==> config.mk <==
export PLATFORM = sky130hd
export DESIGN_NAME = hprc_step
export DESIGN_NICKNAME = d
export VERILOG_FILES = /design/src/hw/rtl/hprc_pkg.sv /design/src/hw/rtl/hprc_step.sv
export SDC_FILE = /design/constraint.sdc
export NUM_CORES = 1
export LEC_CHECK = 0
export BUFFER_PORTS_ARGS = -buffer_cell sky130_fd_sc_hd__buf_4
export CAP_MARGIN = 0
export CELL_PAD_IN_SITES_DETAIL_PLACEMENT = 1
export CELL_PAD_IN_SITES_GLOBAL_PLACEMENT = 1
export CORE_ASPECT_RATIO = 0.9
export CORE_MARGIN = 10
export CORE_UTILIZATION = 42
export DETAILED_ROUTE_END_ITERATION = 7
export PLACE_DENSITY_LB_ADDON = 0.3
export SLEW_MARGIN = 25
export SYNTH_ARGS = -nofsm -noshare
export SYNTH_HDL_FRONTEND = slang
export SYNTH_SLANG_ARGS = --single-unit
==> constraint.sdc <==
create_clock -name vclk -period 33.5
set_input_delay 5.025 -clock vclk [all_inputs]
set_output_delay 5.025 -clock vclk [all_outputs]
set_load 0.02 [all_outputs]
==> src/hw/rtl/hprc_pkg.sv <==
// shared types, constants and angle helpers of the heading controller
// no dependencies
`timescale 1ns / 1ps

package hprc_pkg;

  localparam int FRAC_BITS    = 12;
  localparam int ANG_W        = 15;   // input angle fields
  localparam int EXT_W        = 17;   // sums of two angles
  localparam int HEAD_W       = 16;   // wrapped heading
  localparam int ERR_W        = 16;   // wrapped error
  localparam int DER_W        = 17;   // error difference
  localparam int GAIN_W       = 16;
  localparam int THR_W        = 14;
  localparam int SPEED_W      = 24;
  localparam int SUM_WIDTH_DEF = 32;
  localparam int IN_DATA_W    = 32;
  localparam int OUT_DATA_W   = 40;
  localparam int CFG_ADDR_W   = 4;
  localparam int CFG_DATA_W   = 32;

  // integral operand is clamped to this width; beyond it the speed saturates anyway
  localparam int ISAT_W  = SPEED_W + FRAC_BITS + 1;
  localparam int IHI_W   = 17;
  localparam int ILO_W   = ISAT_W - IHI_W;
  localparam int TOT_W   = ISAT_W + GAIN_W + 2;

  localparam longint PI_Q30 = 64'sd3373259426;
  localparam int PI_INT =
    int'((PI_Q30 + (longint'(1) <<< (29 - FRAC_BITS))) >>> (30 - FRAC_BITS));
  localparam logic signed [EXT_W-1:0] PI_Q     = EXT_W'(PI_INT);
  localparam logic signed [EXT_W-1:0] TWO_PI_Q = EXT_W'(2 * PI_INT);

  localparam logic [GAIN_W-1:0] KP_RESET  = GAIN_W'(2 ** (FRAC_BITS - 1));
  localparam logic [GAIN_W-1:0] KI_RESET  = '0;
  localparam logic [GAIN_W-1:0] KD_RESET  = '0;
  localparam logic [THR_W-1:0]  THR_RESET = THR_W'((2 ** FRAC_BITS) / 5);

  localparam logic OP_COMMAND = 1'b0;
  localparam logic OP_YAW     = 1'b1;

  localparam logic [1:0] REG_KP  = 2'd0;
  localparam logic [1:0] REG_KI  = 2'd1;
  localparam logic [1:0] REG_KD  = 2'd2;
  localparam logic [1:0] REG_THR = 2'd3;

  typedef struct packed {
    logic                     cmd_pending;
    logic signed [ANG_W-1:0]  pend_angle;
    logic                     rotating;
    logic signed [HEAD_W-1:0] target;
    logic signed [ANG_W-1:0]  start;
    logic signed [EXT_W-1:0]  last_err;
  } ctl_state_t;

  typedef struct packed {
    logic                    valid;
    logic                    finished;
    logic signed [ERR_W-1:0] err;
    logic signed [DER_W-1:0] deriv;
    logic signed [ANG_W-1:0] turned;
  } step_res_t;

  // one step of wrapping into +-pi
  function automatic logic signed [EXT_W-1:0] wrap_angle(input logic signed [EXT_W-1:0] a);
    logic signed [EXT_W-1:0] w;
    w = a;
    if (w > PI_Q) begin
      w = w - TWO_PI_Q;
    end
    if (w < -PI_Q) begin
      w = w + TWO_PI_Q;
    end
    return w;
  endfunction

endpackage

==> src/hw/rtl/hprc_step.sv <==
// per-word control step: pending command, target capture, error and integral update
// depends on hprc_pkg
`timescale 1ns / 1ps

module hprc_step #(
  parameter int SUM_WIDTH = hprc_pkg::SUM_WIDTH_DEF
) (
  input  logic                              op,
  input  logic signed [hprc_pkg::ANG_W-1:0] cmd_angle,
  input  logic signed [hprc_pkg::ANG_W-1:0] yaw,
  input  logic [hprc_pkg::THR_W-1:0]        thr,
  input  hprc_pkg::ctl_state_t              st,
  input  logic signed [SUM_WIDTH-1:0]       sum,
  output hprc_pkg::ctl_state_t              st_nxt,
  output logic signed [SUM_WIDTH-1:0]       sum_nxt,
  output hprc_pkg::step_res_t               res
);

  logic signed [hprc_pkg::EXT_W-1:0] tgt_raw;
  logic signed [hprc_pkg::EXT_W-1:0] err_ext;
  logic signed [hprc_pkg::EXT_W-1:0] turn_ext;
  logic signed [hprc_pkg::ERR_W-1:0] err;
  logic [hprc_pkg::ERR_W-1:0]        mag;
  logic signed [hprc_pkg::EXT_W:0]   der_ext;
  logic signed [SUM_WIDTH:0]         sum_w;
  hprc_pkg::ctl_state_t              cur;

  always_comb begin
    st_nxt   = st;
    sum_nxt  = sum;
    res      = '0;
    cur      = st;
    tgt_raw  = hprc_pkg::EXT_W'(st.pend_angle) + hprc_pkg::EXT_W'(yaw);
    err_ext  = '0;
    err      = '0;
    mag      = '0;
    der_ext  = '0;
    sum_w    = '0;
    turn_ext = '0;
    if (op == hprc_pkg::OP_COMMAND) begin
      st_nxt.cmd_pending = 1'b1;
      st_nxt.pend_angle  = cmd_angle;
    end else begin
      // a pending command starts or retargets the rotation on this sample
      if (st.cmd_pending) begin
        cur.cmd_pending = 1'b0;
        cur.start       = yaw;
        cur.last_err    = tgt_raw;
        cur.target      = hprc_pkg::HEAD_W'(hprc_pkg::wrap_angle(tgt_raw));
        cur.rotating    = 1'b1;
      end
      if (cur.rotating) begin
        err_ext = hprc_pkg::wrap_angle(hprc_pkg::EXT_W'(cur.target) - hprc_pkg::EXT_W'(yaw));
        err     = hprc_pkg::ERR_W'(err_ext);
        mag     = err[hprc_pkg::ERR_W-1] ? hprc_pkg::ERR_W'(-err) : hprc_pkg::ERR_W'(err);
        res.valid = 1'b1;
        if (mag > hprc_pkg::ERR_W'(thr)) begin
          der_ext = (hprc_pkg::EXT_W+1)'(err) - (hprc_pkg::EXT_W+1)'(cur.last_err);
          sum_w   = (SUM_WIDTH+1)'(sum) + (SUM_WIDTH+1)'(err);
          if (sum_w[SUM_WIDTH] != sum_w[SUM_WIDTH-1]) begin
            sum_nxt = sum_w[SUM_WIDTH] ? {1'b1, {(SUM_WIDTH-1){1'b0}}}
                                       : {1'b0, {(SUM_WIDTH-1){1'b1}}};
          end else begin
            sum_nxt = sum_w[SUM_WIDTH-1:0];
          end
          cur.last_err = hprc_pkg::EXT_W'(err);
          res.err      = err;
          res.deriv    = hprc_pkg::DER_W'(der_ext);
        end else begin
          turn_ext     = hprc_pkg::wrap_angle(hprc_pkg::EXT_W'(yaw) - hprc_pkg::EXT_W'(cur.start));
          cur.rotating = 1'b0;
          res.finished = 1'b1;
          res.turned   = hprc_pkg::ANG_W'(turn_ext);
        end
      end
      st_nxt = cur;
    end
  end

endmodule

# After elaboration in Yosys (flattened, before gate mapping)
# Index checks and enable logic that the tools add are counted.
dict set report op_classes {
  add_sub_neg 12
  n_mul 0
  n_mux 34
  shifts 0
  n_lt_le_gt_ge 7
  n_eq_ne 1
  n_div 0
  bitwise 0
  reduce_logical 0
}
# op n
set ops {}
lappend ops {{$mux 17} 12}
lappend ops {{$mux 32} 5}
lappend ops {{$mux 49} 3}
lappend ops {{$mux 50} 2}
lappend ops {{$mux 16} 6}
lappend ops {{$lt 17x15->1 const B} 3}
lappend ops {{$sub 16x16->17 const B} 2}
lappend ops {{$add 32x16->33} 1}
lappend ops {{$mux 33} 1}
lappend ops {{$add 16x16->16 const B} 2}
lappend ops {{$gt 16x15->1 const B} 2}
lappend ops {{$mux 15} 2}
lappend ops {{$gt 17x15->1 const B} 1}
lappend ops {{$sub 16x15->17} 1}
lappend ops {{$sub 16x17->17} 1}
lappend ops {{$sub 17x16->17 const B} 1}
lappend ops {{$add 15x15->16} 1}
lappend ops {{$gt 16x14->1} 1}
lappend ops {{$neg 16->16} 1}
lappend ops {{$sub 15x15->16} 1}
lappend ops {{$add 15x14->15 const B} 1}
lappend ops {{$mux 1} 3}
lappend ops {{$ne 1x1->1} 1}
dict set report word_totals {
  memories 0
  output_inout_bits 147
  romBits 0
  mem_bits_rw 0
  register_bits 0
  in_bits 142
  elab_cells 54
  latch_bits 0
}

# Depth between registers and ports, before layout
# Gate-level depths: netlist of run 1.
dict set report logic_depth {
  word_depth 29
  ltp_mapped 72
  depth_no_buf 66
}

# Worst setup path after synthesis of run 1
# OpenSTA, ideal clock, no wires.
dict set report synth_timing {
  kind {input to output}
  start {in yaw[0] in the netlist's numbering}
  end {out sum_nxt[20]}
  t_required_ps 28475
  path_slack_ps 9335
  arrival_time_ps 19140
  cell_stages 72
  cell_sequence {ha_1 fa_1 a21o_1 a21oi_1 o21bai_1 a21oi_1 o21bai_1 a211oi_1 o21ai_0 a31oi_1 xnor2_1 a31oi_1 nor2_1 mux2i_1 ha_1 nand2_1 nor3b_1 and2_1 [... 36 more ...] o21ai_0 nand2b_1 a21o_1 nand2_1 nor2_1 a221oi_1 a211o_1 a21oi_1 a41o_1 nor4_1 nor3_1 a2111oi_0 nand2b_1 a41oi_1 nor2_1 clkbuf_1 a211oi_1 a21o_1}
}
dict set report synth_between {
  elab_chain_cells 24
  elab_cells_between_ends 32
  cone_classes {8 x add/sub; 5 x order compare; 1 x eq/ne; 18 x mux}
}
# item line_no
set synth_rtl {}
lappend synth_rtl {{start, declared} hprc_step.sv:10} ;# input logic signed [hprc_pkg::ANG_W-1:0] yaw,
lappend synth_rtl {{$add 15x15->16} hprc_step.sv:33} ;# tgt_raw = hprc_pkg::EXT_W'(st.pend_angle) + hprc_pkg::EXT_W'(yaw);
lappend synth_rtl {{$sub 16x16->17 or $gt 16x15->1 (tied branches)} {hprc_pkg.sv:69, hprc_pkg.sv:68}}
lappend synth_rtl {{$mux 17} hprc_pkg.sv:68} ;# if (w > PI_Q) begin
lappend synth_rtl {{$mux 17} hprc_step.sv:45} ;# if (st.cmd_pending) begin
lappend synth_rtl {{$mux 17} hprc_step.sv:40} ;# if (op == hprc_pkg::OP_COMMAND) begin
lappend synth_rtl {{$add 16x16->16 or $lt 17x15->1 (tied branches)} {hprc_pkg.sv:72, hprc_pkg.sv:71}}
lappend synth_rtl {{$mux 16} hprc_pkg.sv:71} ;# if (w < -PI_Q) begin
lappend synth_rtl {{$mux 49} hprc_step.sv:45}
lappend synth_rtl {{[... 8 more ...]} --}
lappend synth_rtl {{$mux 16 *} hprc_step.sv:52} ;# if (cur.rotating) begin
lappend synth_rtl {{$mux 16 *} hprc_step.sv:40}
lappend synth_rtl {{$neg 16->16 or $add 32x16->33 (tied branches)} {hprc_step.sv:55, hprc_step.sv:59}}
lappend synth_rtl {{$mux 16, or another cell as far along} hprc_step.sv:55} ;# mag = err[hprc_pkg::ERR_W-1] ? hprc_pkg::ERR_W'(-err) : hprc_pkg::ERR_W'(err);
lappend synth_rtl {{$gt 16x14->1 or $mux 32 (tied branches)} {hprc_step.sv:57, hprc_step.sv:60}}
lappend synth_rtl {{$mux 32 *} hprc_step.sv:57} ;# if (mag > hprc_pkg::ERR_W'(thr)) begin
lappend synth_rtl {{$mux 32 *} hprc_step.sv:52}
lappend synth_rtl {{$mux 32 *} hprc_step.sv:40}
lappend synth_rtl {{end, declared} hprc_step.sv:15} ;# output logic signed [SUM_WIDTH-1:0] sum_nxt,
# Mark *: on every way between the ends. The rest lies on a longest branch, timed or not. The select of a mux whose other input is x is not followed.

# Worst setup path in the final report of run 1
dict set report layout_timing {
  start {in yaw[0] in the netlist's numbering}
  end {out sum_nxt[28]}
}
# The elaborated chain is that of the path after synthesis.

==> results.json, run 1 <==
{
  "slew_headroom_pct": 29.8,
  "drt-total-wl_mm": 46.5,
  "antenna_cells": 0,
  "globalRouteOverflowTotal": 0,
  "core_sq_um": 24100,
  "port_buffers": 289,
  "syn_avg_cell_area_sq_um": 6.93,
  "vias_per_cell": 6.27,
  "required_ns": 28.47,
  "hold_viol_final": 0,
  "cp_max_fo": 21,
  "finalCritPeriodShare_pct": 81.9,
  "syn_nets": 1743,
  "placed_cells": 2029,
  "routedWlPerCell_um": 22.9,
  "dr.pass1.iters": 5,
  "crit_arrival_ns": 22.42,
  "ant_nets": 0,
  "slowest_delay_ns": 0.74,
  "io_pins": 289,
  "layout_common_cells": "304 x buf_4, 156 x nor2_1, 114 x ha_1",
  "synth_cells": 1482,
  "synth_cell_type_count": 101,
  "area_delta_synth_final_pct": 23.1,
  "grt_pass1_wl_mm": 71.8,
  "final_common_cell": "buf_4",
  "finalSetupTns_ns": 0,
  "grt_usage_pct": 28.0,
  "synth_seq_area_share_pct": 0,
  "critPathLaunchType": "input pin",
  "multi_input_area_sq_um": 9640,
  "die_h_um": 168,
  "layout-drive-gt1-share_pct": 23.1,
  "nFillCells": 3191,
  "run_status": "finished clean",
  "ctsResizeCount": 0,
  "rsz0062_at_grt": "no",
  "period_minus_slack_ns": 27.45,
  "drtIter0Drc": 976,
  "placed_area_sq_um": 12600,
  "post_cts_buffers": 0,
  "via_count": 12724,
  "cp-end-kind": "output port",
  "max_cap_violations": 0,
  "final_max_slew_viol_count": 0,
  "dieWidth_um": 185,
  "holdBufCountCts": 0,
  "nClkBuffers": 0,
  "fp.dieArea_sq_um": 31100,
  "drc": 0,
  "finalSetupViolCount": 0,
  "final_util_pct": 52.4,
  "postLayoutCellArea_sq_um": 12600,
  "timing.fmax_mhz": 36.4,
  "final_nets": 1985,
  "critPathKind": "in -> out",
  "grt_max_degree": 75,
  "regArea_sq_um": 0,
  "gp_congestion": 0.984,
  "critical_path.top_delay_family": "compound AO/OA/AOI/OAI gates",
  "yosysWarnings": 0,
  "grt_pass1_vias": 13032,
  "critPathSlowestCell": "a2111oi_0",
  "rows": 54,
  "design.seq.count": 0,
  "initial_core_util_pct": 42.6,
  "synth.cell_area_sq_um": 10300,
  "cp.buffers_inverters": 6,
  "dp.final_hpwl_mm": 39.6,
  "fin_cells": 2030,
  "antenna_found_initial": 0,
  "tightest_slew_ns": 1.04,
  "hold_path.class": "in -> out"
}
-- per-stage QoR --
step / hold WS, ns / setup slack (ns)
2_1_floorplan: 10.22 / 9.33
5_1_grt: 10.38 / 4.68
4_1_cts: 10.36 / 6.36
3_5_place_dp: 10.36 / 6.42
6_report: 10.36 / 6.05
3_3_place_gp: 10.36 / 7.38
-- layout make-up --
class / instances / share of cell area, %
tap: 308 / 3.05
inverter: 85 / 2.53
timing repair buffer: 305 / 18.1
multi-input combinational: 1332 / 76.3
-- worst min-delay path, delay by kind of cell --
kind | cells | cell delay (ns)
AO/OA/AOI/OAI | 1 | 0.10
buffers and inverters | 2 | 0.21
-- cells in the mapped netlist (5+ instances only) --
cell type | number | area (sq um)
nor2_1 | 156 | 586
ha_1 | 114 | 1430
a21oi_1 | 112 | 561
xnor2_1 | 99 | 867
nand2_1 | 96 | 360
inv_1 | 85 | 319
o21ai_0 | 72 | 360
a21o_1 | 71 | 533
xor2_1 | 49 | 429
nor3_1 | 44 | 220
mux2_2 | 39 | 439
clkbuf_1 | 37 | 139
a211oi_1 | 33 | 248
nand3_1 | 33 | 165
mux2i_1 | 30 | 300
nor2b_1 | 22 | 138
nand2b_1 | 21 | 131
a31oi_1 | 20 | 125
o21a_1 | 18 | 135
and2_1 | 17 | 106
nand4_1 | 17 | 106
or2_2 | 16 | 100
and3_1 | 14 | 87.6
o211ai_1 | 13 | 97.6
or3_1 | 13 | 81.3
a221o_1 | 12 | 120
buf_2 | 12 | 60.1
o21bai_1 | 12 | 90.1
nor4_1 | 11 | 68.8
a211o_1 | 10 | 87.6
a311oi_1 | 9 | 78.8
o31ai_1 | 9 | 67.6
a2111oi_0 | 8 | 70.1
maj3_1 | 8 | 80.1
buf_1 | 7 | 26.3
o311ai_0 | 7 | 61.3
nor3b_1 | 6 | 45.0
o21ai_1 | 6 | 30.0
a31o_2 | 5 | 43.8
buf_4 | 5 | 37.5
fa_1 | 5 | 100
o2111ai_1 | 5 | 43.8
-- worst paths after layout --
check / startpoint / endpoint / slack, ns / cells after the start
worst max-delay path: yaw[0] / sum_nxt[28] / 6.05 / 69
worst min-delay path: sum[21] / sum_nxt[21] / 10.36 / 3
-- metal layers --
layer  track usage [%]  vias to the layer above  part of all wire, %
met5                 0                        -                    0
met4              8.30                        0                  3.5
met3              3.98                       82                  6.2
met2              49.2                      470                   49
met1              34.4                     6185                   41
li1                  -                     5987                    -
-- cells by family (layout without fill, tap and decap cells) --
group           Yosys count  count (layout)  synth area share, %
simple gates            496             496                 24.0
compound gates          487             487                 33.4
xor+xnor                153             153                 13.6
buf+inv                 150             390                 6.11
fa+ha+maj               127             127                 15.7
mux                      69              69                 7.20
Power of run 1 is left out: the tool's default activity adds up to more than one toggle a clock period on the data nets, which glitch-free logic cannot reach.
==> inputs of run 2 (changes only) <==
--- a/config.mk
+++ b/config.mk
@@ -11,7 +11,7 @@
 export CELL_PAD_IN_SITES_GLOBAL_PLACEMENT = 1
 export CORE_ASPECT_RATIO = 0.9
 export CORE_MARGIN = 10
-export CORE_UTILIZATION = 42
+export CORE_UTILIZATION = 35
 export DETAILED_ROUTE_END_ITERATION = 7
 export PLACE_DENSITY_LB_ADDON = 0.3
 export SLEW_MARGIN = 25
==> constraint.sdc (replaced) <==
create_clock -name vclk -period 24.7
set_input_delay 3.705 -clock vclk [all_inputs]
set_output_delay 3.705 -clock vclk [all_outputs]
set_load 0.02 [all_outputs]
==> run 2 against run 1 <==
Net effect:
- first-iteration DRC count decreased by 20%
- worst hold slack got worse by 2.6 ns
- critical endpoint unchanged
- sequential share of layout area unchanged
- die area increased by 18%
- highest routed layer unchanged
- utilization decreased by 8.0 points
- non-clock buffer count increased by 7
==> results.json, run 2 (synthesized netlist as in run 1, its figures left out) <==
{
  "cp-end-kind": "output port",
  "setup_ws_ns": 1.33,
  "slew_headroom_pct": 32.1,
  "critPathLaunchType": "input pin",
  "ant_nets": 0,
  "drtIter0Drc": 782,
  "regArea_sq_um": 0,
  "final_common_cell": "buf_4",
  "critPathKind": "in -> out",
  "antenna_found_initial": 1,
  "postLayoutCellArea_sq_um": 12800,
  "worstHoldStart": "sum[21]",
  "hold_viol_final": 0,
  "preCtsSetupSlack_ns": 0.693,
  "layout_common_cells": "311 x buf_4, 154 x nor2_1, 114 x ha_1",
  "dp.final_hpwl_mm": 40.3,
  "die_h_um": 182,
  "grt_max_degree": 55,
  "min_path_cells": 3,
  "area_delta_synth_final_pct": 25.1,
  "grt_usage_pct": 23.9,
  "slowest_delay_ns": 0.47,
  "hold_path.class": "in -> out",
  "run_status": "finished clean",
  "crit_arrival_ns": 19.66,
  "dieWidth_um": 201,
  "grt_pass1_wl_mm": 72.6,
  "vias_per_cell": 5.87,
  "final_nets": 1992,
  "placed_area_sq_um": 12800,
  "critPathSlowestCell": "or4b_1",
  "globalRouteOverflowTotal": 0,
  "design.seq.count": 0,
  "fp.dieArea_sq_um": 36600,
  "layout-drive-gt1-share_pct": 23.8,
  "final_util_pct": 44.4,
  "period_minus_slack_ns": 23.37,
  "rows": 59,
  "port_buffers": 289,
  "final_max_slew_viol_count": 0,
  "tightest_slew_ns": 1.01,
  "dr.pass1.iters": 5,
  "gp_congestion": 0.945,
  "initial_core_util_pct": 35.5,
  "routedWlPerCell_um": 22.1,
  "post_cts_buffers": 0,
  "timing.fmax_mhz": 42.8,
  "finalCritPeriodShare_pct": 94.6,
  "hold_end": "sum_nxt[21]",
  "via_count": 12473,
  "cp_max_fo": 24,
  "finalSetupViolCount": 0,
  "drt-total-wl_mm": 47.0,
  "max_cap_violations": 0,
  "core_sq_um": 28900,
  "cp_common_cell": "ha_1",
  "required_ns": 21.00,
  "drc": 0,
  "io_pins": 289,
  "grt_pass1_vias": 12816,
  "nClkBuffers": 0
}
[run 2: worst max-delay path, delay by kind of cell]
family                   cells  cell delay (ns)
multiplexers                 3             0.62
XOR/XNOR                     6             1.51
AND/OR/NAND/NOR             19             3.70
buffers and inverters        8             1.35
AO/OA/AOI/OAI               28             6.45
adder cells (fa/ha/maj)      7             2.26
[run 2: through the flow]
stage / std cells / hold slack, ns / TNS, ns
after global routing: 2125 / 7.73 / -0.158
after floorplan: 1482 / 7.58 / 0
after CTS: 2124 / 7.73 / 0
after detailed placement: 2124 / 7.73 / 0
final: 2126 / 7.73 / 0
after global placement: 2124 / 7.73 / 0
[run 2: layout make-up]
cell class / instances / area (sq um)
antenna: 1 / 2.50
fill: 3841 / 16100
tap: 396 / 495
timing repair buffer: 312 / 2340
inverter: 85 / 319
multi-input combinational: 1332 / 9690
[run 2: how the worst max path moves through the flow]
stage | start | endpoint | slack (ns) | cells past startpoint
detailed placement | yaw[0] | sum_nxt[28] | 0.69 | 70
global route | yaw[0] | sum_nxt[28] | -0.06 | 71
finish | yaw[0] | sum_nxt[28] | 1.33 | 71
CTS | yaw[0] | sum_nxt[28] | 0.62 | 70
global placement | yaw[0] | sum_nxt[28] | 1.41 | 70
floorplan | yaw[0] | sum_nxt[20] | 3.17 | 72
[run 2: what timing repair did]
| action | 4_1_cts | 5_1_grt |
|---|---|---|
| resized for setup | 0 | 12 |
| endpoints found under the setup margin | 0 | 60 |
| hold buffers | 0 | 0 |
[run 2: per-layer routing]
layer	vias up	part of all wire (%)	global-route usage, %
met4	0	2.4	5.02
met5	-	0	0
met1	6135	43	29.7
li1	5978	-	-
met2	303	50	43.0
met3	57	5.0	3.22
Power of run 2 is left out for the same reason.
==> inputs of run 3 (changes only) <==
--- a/config.mk
+++ b/config.mk
@@ -7,11 +7,9 @@
 export LEC_CHECK = 0
 export BUFFER_PORTS_ARGS = -buffer_cell sky130_fd_sc_hd__buf_4
 export CAP_MARGIN = 0
-export CELL_PAD_IN_SITES_DETAIL_PLACEMENT = 1
-export CELL_PAD_IN_SITES_GLOBAL_PLACEMENT = 1
 export CORE_ASPECT_RATIO = 0.9
 export CORE_MARGIN = 10
-export CORE_UTILIZATION = 35
+export CORE_UTILIZATION = 51
 export DETAILED_ROUTE_END_ITERATION = 7
 export PLACE_DENSITY_LB_ADDON = 0.3
 export SLEW_MARGIN = 25
==> run 3 against run 2 <==
Net effect:
- utilization increased by 19 points
- non-clock buffer count increased by 2
- via count decreased by 0.15%
- highest routed layer unchanged
- largest cell class unchanged
- sequential cell count unchanged
- cell count decreased by 6.5%
- critical endpoint is now sum_nxt[8]
- count of clock-buffer cells in the layout unchanged
- maximum frequency decreased by 0.39%
- worst hold slack got worse by 0.0041 ns
- first-iteration DRC count increased by 33%
==> results.json, run 3 (synthesized netlist as in run 1, its figures left out) <==
{
  "drt-total-wl_mm": 40.4,
  "grt_pass1_vias": 11896,
  "routedWlPerCell_um": 20.4,
  "required_ns": 21.00,
  "hold_end": "sum_nxt[24]",
  "critPathLaunchType": "input pin",
  "initial_core_util_pct": 51.7,
  "dieWidth_um": 170,
  "antenna_found_initial": 1,
  "core_sq_um": 19900,
  "area_delta_synth_final_pct": 23.6,
  "layout-drive-gt1-share_pct": 23.9,
  "die_h_um": 155,
  "dr.pass1.iters": 5,
  "final_common_cell": "buf_4",
  "drc": 0,
  "startpoint": "yaw[0]",
  "gp_congestion": 1.04,
  "grt_pass1_wl_mm": 62.5,
  "max_cap_violations": 0,
  "slowest_delay_ns": 0.47,
  "rsz0062_at_grt": "no",
  "fp.dieArea_sq_um": 26200,
  "cp-end-kind": "output port",
  "hold_viol_final": 0,
  "nClkBuffers": 0,
  "globalRouteOverflowTotal": 0,
  "dp.final_hpwl_mm": 34.0,
  "min_path_cells": 3,
  "drtIter0Drc": 1038,
  "period_minus_slack_ns": 23.46,
  "critPathKind": "in -> out",
  "cp_max_fo": 21,
  "finalCritPeriodShare_pct": 95.0,
  "finalSetupTns_ns": 0,
  "via_count": 12454,
  "ant_nets": 0,
  "design.seq.count": 0,
  "slew_headroom_pct": 31.2,
  "io_pins": 289,
  "timing.fmax_mhz": 42.6,
  "regArea_sq_um": 0,
  "tightest_slew_ns": 1.02,
  "crit_arrival_ns": 19.75,
  "final_max_slew_viol_count": 0,
  "layout_common_cells": "313 x buf_4, 154 x nor2_1, 114 x ha_1",
  "cp_common_cell": "ha_1",
  "finalSetupViolCount": 0,
  "run_status": "finished clean",
  "grt_max_degree": 55,
  "hold_path.class": "in -> out",
  "vias_per_cell": 6.27,
  "grt_usage_pct": 28.2,
  "port_buffers": 289,
  "critPathSlowestCell": "or4b_1",
  "worstHoldStart": "sum[24]",
  "rows": 49,
  "final_nets": 1994
}
-- run 3: worst max path at each step --
stage          depth (start not counted)           to  slack, ns
3_5_place_dp                          71  sum_nxt[28]       0.73
3_3_place_gp                          71  sum_nxt[28]       1.50
4_1_cts                               71  sum_nxt[28]       0.63
6_report                              71   sum_nxt[8]       1.24
2_1_floorplan                         72  sum_nxt[20]       3.17
5_1_grt                               71   sum_nxt[6]       0.09
-- run 3: layout make-up --
cell class         count  area [sq um]
multi-input cells   1332          9690
fillers             1898          7170
inverters             85           319
well taps            255           319
diodes                 1          2.50
repair buffers       314          2360
-- run 3: through the flow --
| step | std cells | setup slack [ns] | hold slack, ns | utilization (%) | area, sq um |
|---|---|---|---|---|---|
| after floorplan | 1482 | 3.17 | 7.58 | - | 10300 |
| after global placement | 1985 | 1.50 | 7.72 | 63.6 | 12600 |
| after detailed placement | 1985 | 0.725 | 7.72 | 63.6 | 12600 |
| after CTS | 1985 | 0.625 | 7.72 | 63.6 | 12600 |
| after global routing | 1987 | 0.0913 | 7.73 | 63.9 | 12700 |
| final | 1987 | 1.24 | 7.72 | 63.9 | 12700 |
-- run 3: timing repair --
item                       4_1_cts  5_1_grt
setup buffers                    0        0
hold buffers                     0        0
setup endpoints to repair        0       33
resized for setup                0       10
-- run 3: worst max-delay path: cells and delay by family --
kind                       cells  cell delay, ns
muxes                          3            0.66
buffers and inverters          8            1.31
AOI/OAI and AO/OA             29            6.63
adders and majority gates      7            2.24
and+or+nand+nor               19            3.82
xor gates and xnor gates       5            1.33
-- run 3: metal layers --
layer	track usage [%]	vias to the layer above	part of all wire, %
met4	9.69	0	4.2
li1	-	6009	-
met2	48.1	508	47
met1	35.7	5831	41
met3	3.65	106	7.0
met5	0	-	0
Power of run 3 is left out for the same reason.
